<file path="src/sv/sfl_pkg.sv">
// Shared constants, coefficient table and control structs for the sawtooth FIR low-pass.
package sfl_pkg;

    // Default sizes
    localparam int TAPS_DEF        = 115;
    localparam int SAMPLE_BITS_DEF = 24;
    localparam int COEF_BITS_DEF   = 24;

    // Phase format and oscillator step after reset
    localparam int          PHASE_BITS = 24;
    localparam logic [23:0] STEP_RESET = 24'd83886;

    // Symmetric low-pass coefficient table, first half plus center, Q1.23
    localparam int ROM_LEN  = 115;
    localparam int ROM_HALF = 57;
    localparam logic signed [23:0] ROM_HALF_TBL [0:ROM_HALF] = '{
        24'sd0,       -24'sd8,       24'sd0,        24'sd72,
        24'sd213,     24'sd343,      24'sd315,      24'sd0,
        -24'sd598,    -24'sd1271,    -24'sd1630,    -24'sd1268,
        24'sd0,       24'sd1924,     24'sd3769,     24'sd4520,
        24'sd3323,    24'sd0,        -24'sd4603,    -24'sd8688,
        -24'sd10079,  -24'sd7192,    24'sd0,        24'sd9463,
        24'sd17461,   24'sd19842,    24'sd13890,    24'sd0,
        -24'sd17662,  -24'sd32097,   -24'sd35965,   -24'sd24852,
        24'sd0,       24'sd30892,    24'sd55595,    24'sd61755,
        24'sd42352,   24'sd0,        -24'sd52041,   -24'sd93304,
        -24'sd103408, -24'sd70876,   24'sd0,        24'sd87511,
        24'sd157849,  24'sd176540,   24'sd122555,   24'sd0,
        -24'sd157560, -24'sd293008,  -24'sd341234,  -24'sd250085,
        24'sd0,       24'sd384626,   24'sd837062,   24'sd1263444,
        24'sd1567551, 24'sd1677737
    };

    // Coefficient of one tap, rescaled to Q1.(coef_bits-1); taps past the table are zero
    function automatic logic signed [63:0] tap_coef(input int idx, input int coef_bits);
        logic signed [63:0] v;
        logic        [63:0] mag;
        int                 h;
        if (idx >= ROM_LEN) begin
            return '0;
        end
        h   = (idx <= ROM_HALF) ? idx : (ROM_LEN - 1 - idx);
        v   = 64'(ROM_HALF_TBL[h]);
        mag = (v < 0) ? 64'(-v) : 64'(v);
        if (coef_bits >= 24) begin
            mag = mag << (coef_bits - 24);
        end else begin
            mag = mag >> (24 - coef_bits);
        end
        return (v < 0) ? -$signed(mag) : $signed(mag);
    endfunction

    // Commands from the controller to the datapath
    typedef struct packed {
        logic start;      // write phase into delay line, clear accumulator
        logic step;       // read one tap and its coefficient
        logic round;      // round the accumulator
        logic sat;        // saturate the rounded sum into the result
        logic clear_res;  // force a zero result
        logic load_out;   // move the result into the output register
    } sfl_cmd_t;

    // Status from the datapath to the controller
    typedef struct packed {
        logic last_tap;
        logic pipe_empty;
    } sfl_stat_t;

endpackage

</file>
<file path="src/sv/sfl_tick_if.sv">
// Input channel: one audio tick request with host and hold flags.
interface sfl_tick_if;
    logic valid;
    logic ready;
    logic host_ready;
    logic bypass;
    logic mute;

    modport source (output valid, output host_ready, output bypass, output mute, input ready);
    modport sink   (input valid, input host_ready, input bypass, input mute, output ready);
endinterface

</file>
<file path="src/sv/sfl_sample_if.sv">
// Output channel: one stereo sample request.
interface sfl_sample_if #(
    parameter int SAMPLE_W = sfl_pkg::SAMPLE_BITS_DEF
);
    logic                       valid;
    logic                       ready;
    logic signed [SAMPLE_W-1:0] left_sample;
    logic signed [SAMPLE_W-1:0] right_sample;

    modport source (output valid, output left_sample, output right_sample, input ready);
    modport sink   (input valid, input left_sample, input right_sample, output ready);
endinterface

</file>
<file path="src/sv/sfl_ctrl.sv">
// Controller: sequences one tick through write, tap sweep, rounding, saturation and output, or a zero result.
module sfl_ctrl (
    input  logic               clk,
    input  logic               rst_n,
    input  logic               in_valid,
    output logic               in_ready,
    input  logic               host_ready,
    input  logic               bypass,
    input  logic               mute,
    output logic               out_valid,
    input  logic               out_ready,
    output sfl_pkg::sfl_cmd_t  cmd,
    input  sfl_pkg::sfl_stat_t stat
);

    typedef enum logic [2:0] {
        ST_IDLE,
        ST_START,
        ST_RUN,
        ST_DRAIN,
        ST_ROUND,
        ST_SAT,
        ST_EMIT
    } state_t;

    state_t state_reg, state_next;
    logic   first_pending_reg, first_pending_next;
    logic   out_valid_reg, out_valid_next;

    // Next state and commands
    always_comb
    begin
        state_next         = state_reg;
        first_pending_next = first_pending_reg;
        cmd                = '0;
        case (state_reg)
            ST_IDLE:
            begin
                if (in_valid)
                begin
                    if (host_ready && !first_pending_reg && !(bypass || mute))
                    begin
                        state_next = ST_START;
                    end
                    else
                    begin
                        // zero result; start-up tick only clears its flag
                        cmd.clear_res = 1'b1;
                        state_next    = ST_EMIT;
                        if (host_ready)
                        begin
                            first_pending_next = 1'b0;
                        end
                    end
                end
            end
            ST_START:
            begin
                cmd.start  = 1'b1;
                state_next = ST_RUN;
            end
            ST_RUN:
            begin
                cmd.step = 1'b1;
                if (stat.last_tap)
                begin
                    state_next = ST_DRAIN;
                end
            end
            ST_DRAIN:
            begin
                if (stat.pipe_empty)
                begin
                    state_next = ST_ROUND;
                end
            end
            ST_ROUND:
            begin
                cmd.round  = 1'b1;
                state_next = ST_SAT;
            end
            ST_SAT:
            begin
                cmd.sat    = 1'b1;
                state_next = ST_EMIT;
            end
            ST_EMIT:
            begin
                if (!out_valid_reg || out_ready)
                begin
                    cmd.load_out = 1'b1;
                    state_next   = ST_IDLE;
                end
            end
            default:
            begin
                state_next = ST_IDLE;
            end
        endcase
    end

    // Output valid: set on load, drop when taken
    always_comb
    begin
        out_valid_next = out_valid_reg;
        if (cmd.load_out)
        begin
            out_valid_next = 1'b1;
        end
        else if (out_ready)
        begin
            out_valid_next = 1'b0;
        end
    end

    // Hold state and registered outputs
    always_ff @(posedge clk or negedge rst_n)
    begin
        if (!rst_n)
        begin
            state_reg         <= ST_IDLE;
            first_pending_reg <= 1'b1;
            out_valid_reg     <= 1'b0;
        end
        else
        begin
            state_reg         <= state_next;
            first_pending_reg <= first_pending_next;
            out_valid_reg     <= out_valid_next;
        end
    end

    assign in_ready  = (state_reg == ST_IDLE);
    assign out_valid = out_valid_reg;

    // Start-up flag never comes back once cleared
    a_first_no_rise: assert property (@(posedge clk) disable iff (!rst_n)
        !$rose(first_pending_reg))
        else $error("start-up flag set again after reset");

    // Rounding only sees a fully drained accumulator
    a_round_drained: assert property (@(posedge clk) disable iff (!rst_n)
        (state_reg == ST_ROUND) |-> stat.pipe_empty)
        else $error("rounding before MAC pipeline drained");

    // A waiting result is dropped only after it was taken
    a_out_taken: assert property (@(posedge clk) disable iff (!rst_n)
        $fell(out_valid_reg) |-> $past(out_ready))
        else $error("result dropped without being taken");

endmodule

</file>
<file path="src/sv/sfl_datapath.sv">
// Datapath: phase oscillator, tap memory, shared multiply-accumulate, rounding and output register.
module sfl_datapath #(
    parameter int TAPS        = sfl_pkg::TAPS_DEF,
    parameter int SAMPLE_BITS = sfl_pkg::SAMPLE_BITS_DEF,
    parameter int COEF_BITS   = sfl_pkg::COEF_BITS_DEF
) (
    input  logic                          clk,
    input  logic                          rst_n,
    input  logic                          cfg_wr_en,
    input  logic [sfl_pkg::PHASE_BITS-1:0] cfg_wr_data,
    input  sfl_pkg::sfl_cmd_t             cmd,
    output sfl_pkg::sfl_stat_t            stat,
    output logic signed [SAMPLE_BITS-1:0] sample
);

    localparam int PB        = sfl_pkg::PHASE_BITS;
    localparam int ADDR_W    = (TAPS > 1) ? $clog2(TAPS) : 1;
    localparam int CNT_W     = $clog2(TAPS + 1);
    localparam int PROD_W    = PB + 1 + COEF_BITS;
    localparam int ACC_W     = PROD_W + $clog2(TAPS) + 1;
    localparam int SUM_SHIFT = PB + COEF_BITS - SAMPLE_BITS;
    localparam int RND_W     = ACC_W - SUM_SHIFT;

    localparam logic [ADDR_W-1:0] LAST_ADDR = ADDR_W'(TAPS - 1);
    localparam logic [CNT_W-1:0]  FULL_CNT  = CNT_W'(TAPS);
    localparam logic signed [ACC_W-1:0] RND_HALF = ACC_W'(64'd1 << (SUM_SHIFT - 1));
    localparam logic signed [RND_W-1:0] SAT_HI =
        RND_W'((64'sd1 <<< (SAMPLE_BITS - 1)) - 64'sd1);
    localparam logic signed [RND_W-1:0] SAT_LO = -SAT_HI;

    // Tap memory (circular delay line)
    logic [PB-1:0] mem [TAPS];
    logic [PB-1:0] rd_data_reg;

    logic [PB-1:0]     saw_step_reg;
    logic [PB-1:0]     phase_reg;
    logic [ADDR_W-1:0] wp_reg;
    logic [ADDR_W-1:0] rd_ptr_reg;
    logic [ADDR_W-1:0] tap_idx_reg;
    logic [CNT_W-1:0]  fill_reg;
    logic              s1_vld_reg;
    logic              s2_vld_reg;

    logic signed [COEF_BITS-1:0] coef_now;
    logic signed [COEF_BITS-1:0] coef_reg;
    logic signed [PROD_W-1:0]    tap_ext;
    logic signed [PROD_W-1:0]    coef_ext;
    logic signed [PROD_W-1:0]    prod_reg;
    logic signed [ACC_W-1:0]     acc_reg;
    logic signed [RND_W-1:0]     rnd_reg;
    logic signed [SAMPLE_BITS-1:0] sat_next;
    logic signed [SAMPLE_BITS-1:0] res_reg;
    logic signed [SAMPLE_BITS-1:0] out_data_reg;
    logic                          tap_live;

    // Coefficient of the tap being read; taps not yet written read as zero
    assign coef_now = COEF_BITS'(sfl_pkg::tap_coef(int'(tap_idx_reg), COEF_BITS));
    assign tap_live = (CNT_W'(tap_idx_reg) < fill_reg);

    // Write the new phase, read one tap per step; drop taps never written
    always_ff @(posedge clk)
    begin
        if (cmd.start)
        begin
            mem[wp_reg] <= phase_reg;
        end
        if (cmd.step)
        begin
            rd_data_reg <= tap_live ? mem[rd_ptr_reg] : '0;
            coef_reg    <= tap_live ? coef_now : '0;
        end
    end

    // Advance oscillator, pointers, fill count and pipeline tags
    always_ff @(posedge clk or negedge rst_n)
    begin
        if (!rst_n)
        begin
            saw_step_reg <= sfl_pkg::STEP_RESET;
            phase_reg    <= '0;
            wp_reg       <= '0;
            rd_ptr_reg   <= '0;
            tap_idx_reg  <= '0;
            fill_reg     <= '0;
            s1_vld_reg   <= 1'b0;
            s2_vld_reg   <= 1'b0;
        end
        else
        begin
            if (cfg_wr_en)
            begin
                saw_step_reg <= cfg_wr_data;
            end
            if (cmd.start)
            begin
                phase_reg   <= phase_reg + saw_step_reg;
                wp_reg      <= (wp_reg == LAST_ADDR) ? '0 : wp_reg + 1'b1;
                rd_ptr_reg  <= wp_reg;
                tap_idx_reg <= '0;
                if (fill_reg != FULL_CNT)
                begin
                    fill_reg <= fill_reg + 1'b1;
                end
            end
            else if (cmd.step)
            begin
                rd_ptr_reg  <= (rd_ptr_reg == '0) ? LAST_ADDR : rd_ptr_reg - 1'b1;
                tap_idx_reg <= tap_idx_reg + 1'b1;
            end
            s1_vld_reg <= cmd.step;
            s2_vld_reg <= s1_vld_reg;
        end
    end

    // Multiply tap by coefficient
    assign tap_ext  = PROD_W'($signed({1'b0, rd_data_reg}));
    assign coef_ext = PROD_W'(coef_reg);

    always_ff @(posedge clk)
    begin
        if (s1_vld_reg)
        begin
            prod_reg <= tap_ext * coef_ext;
        end
    end

    // Saturate the rounded sum
    always_comb
    begin
        if (rnd_reg > SAT_HI)
        begin
            sat_next = SAMPLE_BITS'(SAT_HI);
        end
        else if (rnd_reg < SAT_LO)
        begin
            sat_next = SAMPLE_BITS'(SAT_LO);
        end
        else
        begin
            sat_next = SAMPLE_BITS'(rnd_reg);
        end
    end

    // Accumulate, round, hold result and output
    always_ff @(posedge clk)
    begin
        if (cmd.start)
        begin
            acc_reg <= '0;
        end
        else if (s2_vld_reg)
        begin
            acc_reg <= acc_reg + ACC_W'(prod_reg);
        end
        if (cmd.round)
        begin
            rnd_reg <= RND_W'((acc_reg + RND_HALF) >>> SUM_SHIFT);
        end
        if (cmd.clear_res)
        begin
            res_reg <= '0;
        end
        else if (cmd.sat)
        begin
            res_reg <= sat_next;
        end
        if (cmd.load_out)
        begin
            out_data_reg <= res_reg;
        end
    end

    assign stat.last_tap   = (tap_idx_reg == LAST_ADDR);
    assign stat.pipe_empty = !s1_vld_reg && !s2_vld_reg;
    assign sample          = out_data_reg;

    // Fill count never passes the line length
    a_fill_bound: assert property (@(posedge clk) disable iff (!rst_n)
        fill_reg <= FULL_CNT)
        else $error("fill count beyond delay line length");

    // Write and read pointers stay inside the memory
    a_wp_bound: assert property (@(posedge clk) disable iff (!rst_n)
        (wp_reg <= LAST_ADDR) && (rd_ptr_reg <= LAST_ADDR))
        else $error("delay line pointer out of range");

    // Each tick that writes a phase leaves a live tap behind it
    a_fill_after_start: assert property (@(posedge clk) disable iff (!rst_n)
        cmd.start |=> (fill_reg != '0) && (tap_idx_reg == '0))
        else $error("tap sweep not set up after phase write");

endmodule

</file>
<file path="src/sv/sawtooth_fir_lowpass_unit.sv">
// A computed tick passes the start, tap sweep, drain, round, saturate and emit states before its
// sample is loaded; no new tick is taken until then, and the sweep is set by the single shared
// multiplier reading one tap of the delay line memory per cycle.
// Ticks without host, the start-up tick, bypass and mute give a zero sample through the emit
// state alone; emit waits while an earlier sample has not been taken.
// Reset: asynchronous, active low; phase and delay line read as zero, step is 83886,
// the start-up tick is pending; no clearing pass, unwritten taps are masked by a fill count.
module sawtooth_fir_lowpass_unit #(
    parameter int TAPS        = sfl_pkg::TAPS_DEF,
    parameter int SAMPLE_BITS = sfl_pkg::SAMPLE_BITS_DEF,
    parameter int COEF_BITS   = sfl_pkg::COEF_BITS_DEF
) (
    input  logic                           clk,
    input  logic                           rst_n,
    sfl_tick_if.sink                       tick,
    sfl_sample_if.source                   sample,
    input  logic                           cfg_wr_en,
    input  logic [sfl_pkg::PHASE_BITS-1:0] cfg_wr_data
);

    sfl_pkg::sfl_cmd_t             cmd;
    sfl_pkg::sfl_stat_t            stat;
    logic signed [SAMPLE_BITS-1:0] sample_data;

    // Sequence each tick
    sfl_ctrl u_ctrl (
        .clk        (clk),
        .rst_n      (rst_n),
        .in_valid   (tick.valid),
        .in_ready   (tick.ready),
        .host_ready (tick.host_ready),
        .bypass     (tick.bypass),
        .mute       (tick.mute),
        .out_valid  (sample.valid),
        .out_ready  (sample.ready),
        .cmd        (cmd),
        .stat       (stat)
    );

    // Oscillator, filter and output register
    sfl_datapath #(
        .TAPS        (TAPS),
        .SAMPLE_BITS (SAMPLE_BITS),
        .COEF_BITS   (COEF_BITS)
    ) u_datapath (
        .clk         (clk),
        .rst_n       (rst_n),
        .cfg_wr_en   (cfg_wr_en),
        .cfg_wr_data (cfg_wr_data),
        .cmd         (cmd),
        .stat        (stat),
        .sample      (sample_data)
    );

    // Same sample on both channels
    assign sample.left_sample  = sample_data;
    assign sample.right_sample = sample_data;

endmodule

</file>
<file path="src/flat_wrapper.sv">
// flat-port wrapper written by rule: the top's interface ports become plain ports
module sawtooth_fir_lowpass_unit_flat 
#(
    parameter int TAPS        = sfl_pkg::TAPS_DEF,
    parameter int SAMPLE_BITS = sfl_pkg::SAMPLE_BITS_DEF,
    parameter int COEF_BITS   = sfl_pkg::COEF_BITS_DEF
)
  (clk, rst_n, cfg_wr_en, cfg_wr_data, tick_valid, tick_host_ready, tick_bypass, tick_mute, tick_ready, sample_valid, sample_left_sample, sample_right_sample, sample_ready);
  sfl_tick_if tick_i ();
  sfl_sample_if #(.SAMPLE_W(sfl_pkg::SAMPLE_BITS_DEF)) sample_i ();
  input  logic clk;
  input  logic rst_n;
  input  logic cfg_wr_en;
  input  logic [sfl_pkg::PHASE_BITS-1:0] cfg_wr_data;
  input wire logic [$bits(tick_i.valid)-1:0] tick_valid;
  input wire logic [$bits(tick_i.host_ready)-1:0] tick_host_ready;
  input wire logic [$bits(tick_i.bypass)-1:0] tick_bypass;
  input wire logic [$bits(tick_i.mute)-1:0] tick_mute;
  output wire logic [$bits(tick_i.ready)-1:0] tick_ready;
  output wire logic [$bits(sample_i.valid)-1:0] sample_valid;
  output wire logic [$bits(sample_i.left_sample)-1:0] sample_left_sample;
  output wire logic [$bits(sample_i.right_sample)-1:0] sample_right_sample;
  input wire logic [$bits(sample_i.ready)-1:0] sample_ready;
  assign tick_i.valid = tick_valid;
  assign tick_i.host_ready = tick_host_ready;
  assign tick_i.bypass = tick_bypass;
  assign tick_i.mute = tick_mute;
  assign tick_ready = tick_i.ready;
  assign sample_valid = sample_i.valid;
  assign sample_left_sample = sample_i.left_sample;
  assign sample_right_sample = sample_i.right_sample;
  assign sample_i.ready = sample_ready;
  sawtooth_fir_lowpass_unit #(.TAPS(TAPS), .SAMPLE_BITS(SAMPLE_BITS), .COEF_BITS(COEF_BITS)) u_core (.clk(clk), .rst_n(rst_n), .tick(tick_i), .sample(sample_i), .cfg_wr_en(cfg_wr_en), .cfg_wr_data(cfg_wr_data));
endmodule
</file>
<file path="config.mk">
export PLATFORM = sky130hd
export DESIGN_NAME = sawtooth_fir_lowpass_unit_flat
export DESIGN_NICKNAME = d
export VERILOG_FILES = /design/src/sv/sfl_pkg.sv /design/src/sv/sfl_tick_if.sv /design/src/sv/sfl_sample_if.sv /design/src/sv/sfl_ctrl.sv /design/src/sv/sfl_datapath.sv /design/src/sv/sawtooth_fir_lowpass_unit.sv /design/src/flat_wrapper.sv
export SDC_FILE = /design/constraint.sdc
export NUM_CORES = 2
export LEC_CHECK = 0
export BUFFER_PORTS_ARGS = -buffer_cell sky130_fd_sc_hd__buf_2
export CAP_MARGIN = 0
export CORE_MARGIN = 2
export CORE_UTILIZATION = 60
export DETAILED_ROUTE_END_ITERATION = 16
export PLACE_DENSITY_LB_ADDON = 0.15
export SYNTH_ARGS = -nofsm -noshare
export SYNTH_HDL_FRONTEND = slang
export SYNTH_SLANG_ARGS = --single-unit
</file>
<file path="constraint.sdc">
create_clock -name clk -period 14 [get_ports clk]
set_input_delay 2.8 -clock clk [delete_from_list [all_inputs] [get_ports clk]]
set_output_delay 2.8 -clock clk [all_outputs]
set_load 0.03 [all_outputs]
</file>
==> summary.txt <==
STA
  – Maximum clock rate: between 0.1 and 0.15 GHz
  – Final Hold Fails: 0
  – Worst clock skew: between 100 and 150 ps
  – Worst relative slew slack: 0.151
  – Min Clock Period, post-route: about 9000 ps
  – Sum Neg Setup Slack: 0 ps
  – Final Cycle Share: 0.642
  – Setup repair after global routing missed its margin: false
  – Final setup violation count: 0
  – Measured slew at the worst slew-check pin: approximately 1300 ps
  – Pins Over Slew Limit: 0

Yosys
  – Distinct cell type count of the synthesized netlist: roughly 120
  – Number of flops mapped to enable cells by yosys: between 2000 and 3000
  – Average instance area after synthesis: between 15 and 20 um2
  – Gate count after technology mapping: 8883
  – Netlist Area Pre-Place: around 140000 um2
  – Sequential area share after synthesis: 0.634
  – #FFs+latches synth: around 3100
  – Synth async-reset ratio: 0.0270
  – Nets in the synthesized netlist: between 9000 and 10000
  – Flip-flop cell with the highest count after synthesis: sky130_fd_sc_hd__edfxtp_1
  – Warnings, synthesis: 0

Detailed routing
  – Iter 0 DRT Violations: 10034
  – Final ANT Viol Nets: 0
  – Vias/cell: 6.59
  – Remaining design rule violation count: 0
  – DR WL/cell: 31.0 um
  – First-pass DRT Iterations: 8
  – Detailed Route WL: about 390000 um
  – Via count of the routed design: just over 80000

Clock tree
  – Setup Buffers After CTS: 0
  – Root Buffer Master: sky130_fd_sc_hd__clkbuf_16
  – Total clock buffers created by CTS: between 300 and 400
  – CTS HTree Levels: 5
  – Number of buffers on the longest clock path: 4
  – Worst skew pair latency: roughly 970 ps
  – CTS resizes: 0
  – TritonCTS clock tree: done
  – CTS hold repair buffers: 0
  – CTS sink cnt: just over 3000
  – Clk pin slew, worst setup/hold paths: 60 ps

Floorplan
  – Die outline width: roughly 490 um
  – Ports: roughly 80
  – Die Footprint: between 200000 and 250000 um2
  – Number of rows in the core area: roughly 180
  – Initial Utilization: 0.604
  – Placeable Area: roughly 240000 um2
  – Die Span Y: around 500 um

Setup path
  – Crit path capture type: flip-flop
  – CP Launch Type: flip-flop
  – Data arrival at the endpoint of the critical path: 9610 ps
  – Maximum fanout count along the critical path: 24
  – Crit Path Class: reg2reg
  – Crit path required time: 14620 ps

Global route
  – Global router's overall resource usage: 0.319
  – Via count of the first global-routing pass: 83784
  – Wire length of the first global-routing pass: roughly 560000 um
  – Initial antenna violation count: 18
  – Maximum number of pins on one net before global-route repair: 124
  – Global-route congestion overflow total: 0

Min path
  – HP Class: reg2reg

Status
  – Result of the run: finished, final reports clean

Place
  – Quantity of I/O buffers inserted on ports: between 80 and 90
  – GPL Wtd Cong: roughly 0.91
  – DPL Wire Length: between 200000 and 250000 um

Cells and area
  – Max FFs per register: approximately 2800
  – Commonest cells after routing, fill and taps aside: 2914 x sky130_fd_sc_hd__edfxtp_1, 622 x sky130_fd_sc_hd__mux4_2, 577 x sky130_fd_sc_hd__inv_1, 529 x sky130_fd_sc_hd__nand2_1, 484 x sky130_fd_sc_hd__fa_1
  – Most frequent standard cell in the layout excluding fill and tap cells: sky130_fd_sc_hd__edfxtp_1
  – Fraction of layout instances using a drive strength above 1: 0.182
  – Layout Area Growth over Synthesis: 10.4%
  – Final nets: 9864

Flow run
  – Count of max-cap constraint violations: 0
[per-stage QoR]
step | hold slack [ps] | util | setup slack (ps) | area, um2 | std cells
CTS | 423 | 0.667 | 5190 | 159000 | 12455
finish | 421 | 0.667 | 5010 | 159000 | 12457
global route | 441 | 0.667 | 4730 | 159000 | 12456
global placement | 409 | 0.624 | 5420 | 149000 | 11882
detailed placement | 410 | 0.624 | 5250 | 149000 | 11882
floorplan | 401 | - | 6560 | 144000 | 8883
[cells in the mapped netlist (all sizes together) (53+ instances only)]
library cell / instances / area share
nand2: 534 / 0.014
xnor2: 116 / 0.0071
inv: 585 / 0.015
o21ai: 286 / 0.010
fa: 484 / 0.067
mux2: 67 / 0.0052
mux2i: 334 / 0.023
edfxtp: 2914 / 0.61
mux4: 622 / 0.097
nor3: 74 / 0.0026
dfrtp: 72 / 0.013
xor2: 53 / 0.0033
o221ai: 76 / 0.0046
nor2: 355 / 0.0093
dfxtp: 81 / 0.011
ha: 303 / 0.026
nand3: 75 / 0.0027
o22ai: 67 / 0.0030
and2: 292 / 0.013
a21oi: 292 / 0.010
clkbuf: 327 / 0.0085
buf: 168 / 0.0057
a21o: 67 / 0.0035
[layer usage]
metal  wire length (um)  part of all wire  GRT usage  up-vias
met4              18100             0.047      0.132       12
met3              36700             0.095     0.0585      838
li1                   -                 -          -    34117
met5                 78           0.00020          0        -
met2             186000              0.48      0.514     4403
met1             146000              0.38      0.437    42749
[worst max-delay path: stages (launching register included)]
cell	delay (ps)
sky130_fd_sc_hd__edfxtp_1	1090
sky130_fd_sc_hd__and2_1	270
sky130_fd_sc_hd__fa_1	450
sky130_fd_sc_hd__fa_1	520
sky130_fd_sc_hd__fa_1	550
sky130_fd_sc_hd__ha_1	160
sky130_fd_sc_hd__inv_1	50
sky130_fd_sc_hd__fa_1	480
sky130_fd_sc_hd__fa_1	510
sky130_fd_sc_hd__fa_1	500
sky130_fd_sc_hd__inv_1	40
sky130_fd_sc_hd__ha_1	330
sky130_fd_sc_hd__a2111oi_0	440
sky130_fd_sc_hd__o21ai_0	250
sky130_fd_sc_hd__a31o_2	270
sky130_fd_sc_hd__o311a_1	380
sky130_fd_sc_hd__a2111o_1	500
sky130_fd_sc_hd__a41oi_1	510
sky130_fd_sc_hd__o211a_1	250
sky130_fd_sc_hd__o31ai_1	120
sky130_fd_sc_hd__o41ai_1	660
sky130_fd_sc_hd__o211ai_1	190
sky130_fd_sc_hd__o211ai_1	140
sky130_fd_sc_hd__xnor2_1	80
[worst paths after layout]
path,from,end,slack [ps],cells after the start
worst max-delay path,u_core.u_datapath.rd_data_reg[8],u_core.u_datapath.prod_reg[47],5010,23
worst min-delay path,u_core.u_datapath.res_reg[23],u_core.u_datapath.sample[23],420,0
worst max register to register,u_core.u_datapath.rd_data_reg[8],u_core.u_datapath.prod_reg[47],5010,23
worst min register to register,u_core.u_datapath.res_reg[23],u_core.u_datapath.sample[23],420,0
max in group asynchronous,rst_n,u_core.u_datapath.phase_reg[18],10940,2
min in group asynchronous,rst_n,u_core.u_datapath.rd_ptr_reg[1],1820,1
[final cells by class]
class,instances,area [um2]
Antenna cell,2,5.00
Clock buffer,395,8560
Clock inverter,178,1590
Fill cell,15935,79400
Inverter,587,2210
Multi-Input combinational cell,4723,48900
Sequential cell,3078,91300
Tap cell,3167,3960
Timing Repair Buffer,327,2380
[cells by family after synthesis]
group	after synthesis	share of synthesized area
adder cells (fa/ha/maj)	787	0.0937
AO/OA/AOI/OAI	1182	0.0545
flip-flops	3078	0.634
multiplexers	1023	0.126
AND/OR/NAND/NOR	1562	0.0523
XOR/XNOR	169	0.0104
buffers and inverters	1082	0.0296
Power is left out: the tool's default activity adds up to more than one toggle a clock period on the data nets, which glitch-free logic cannot reach.
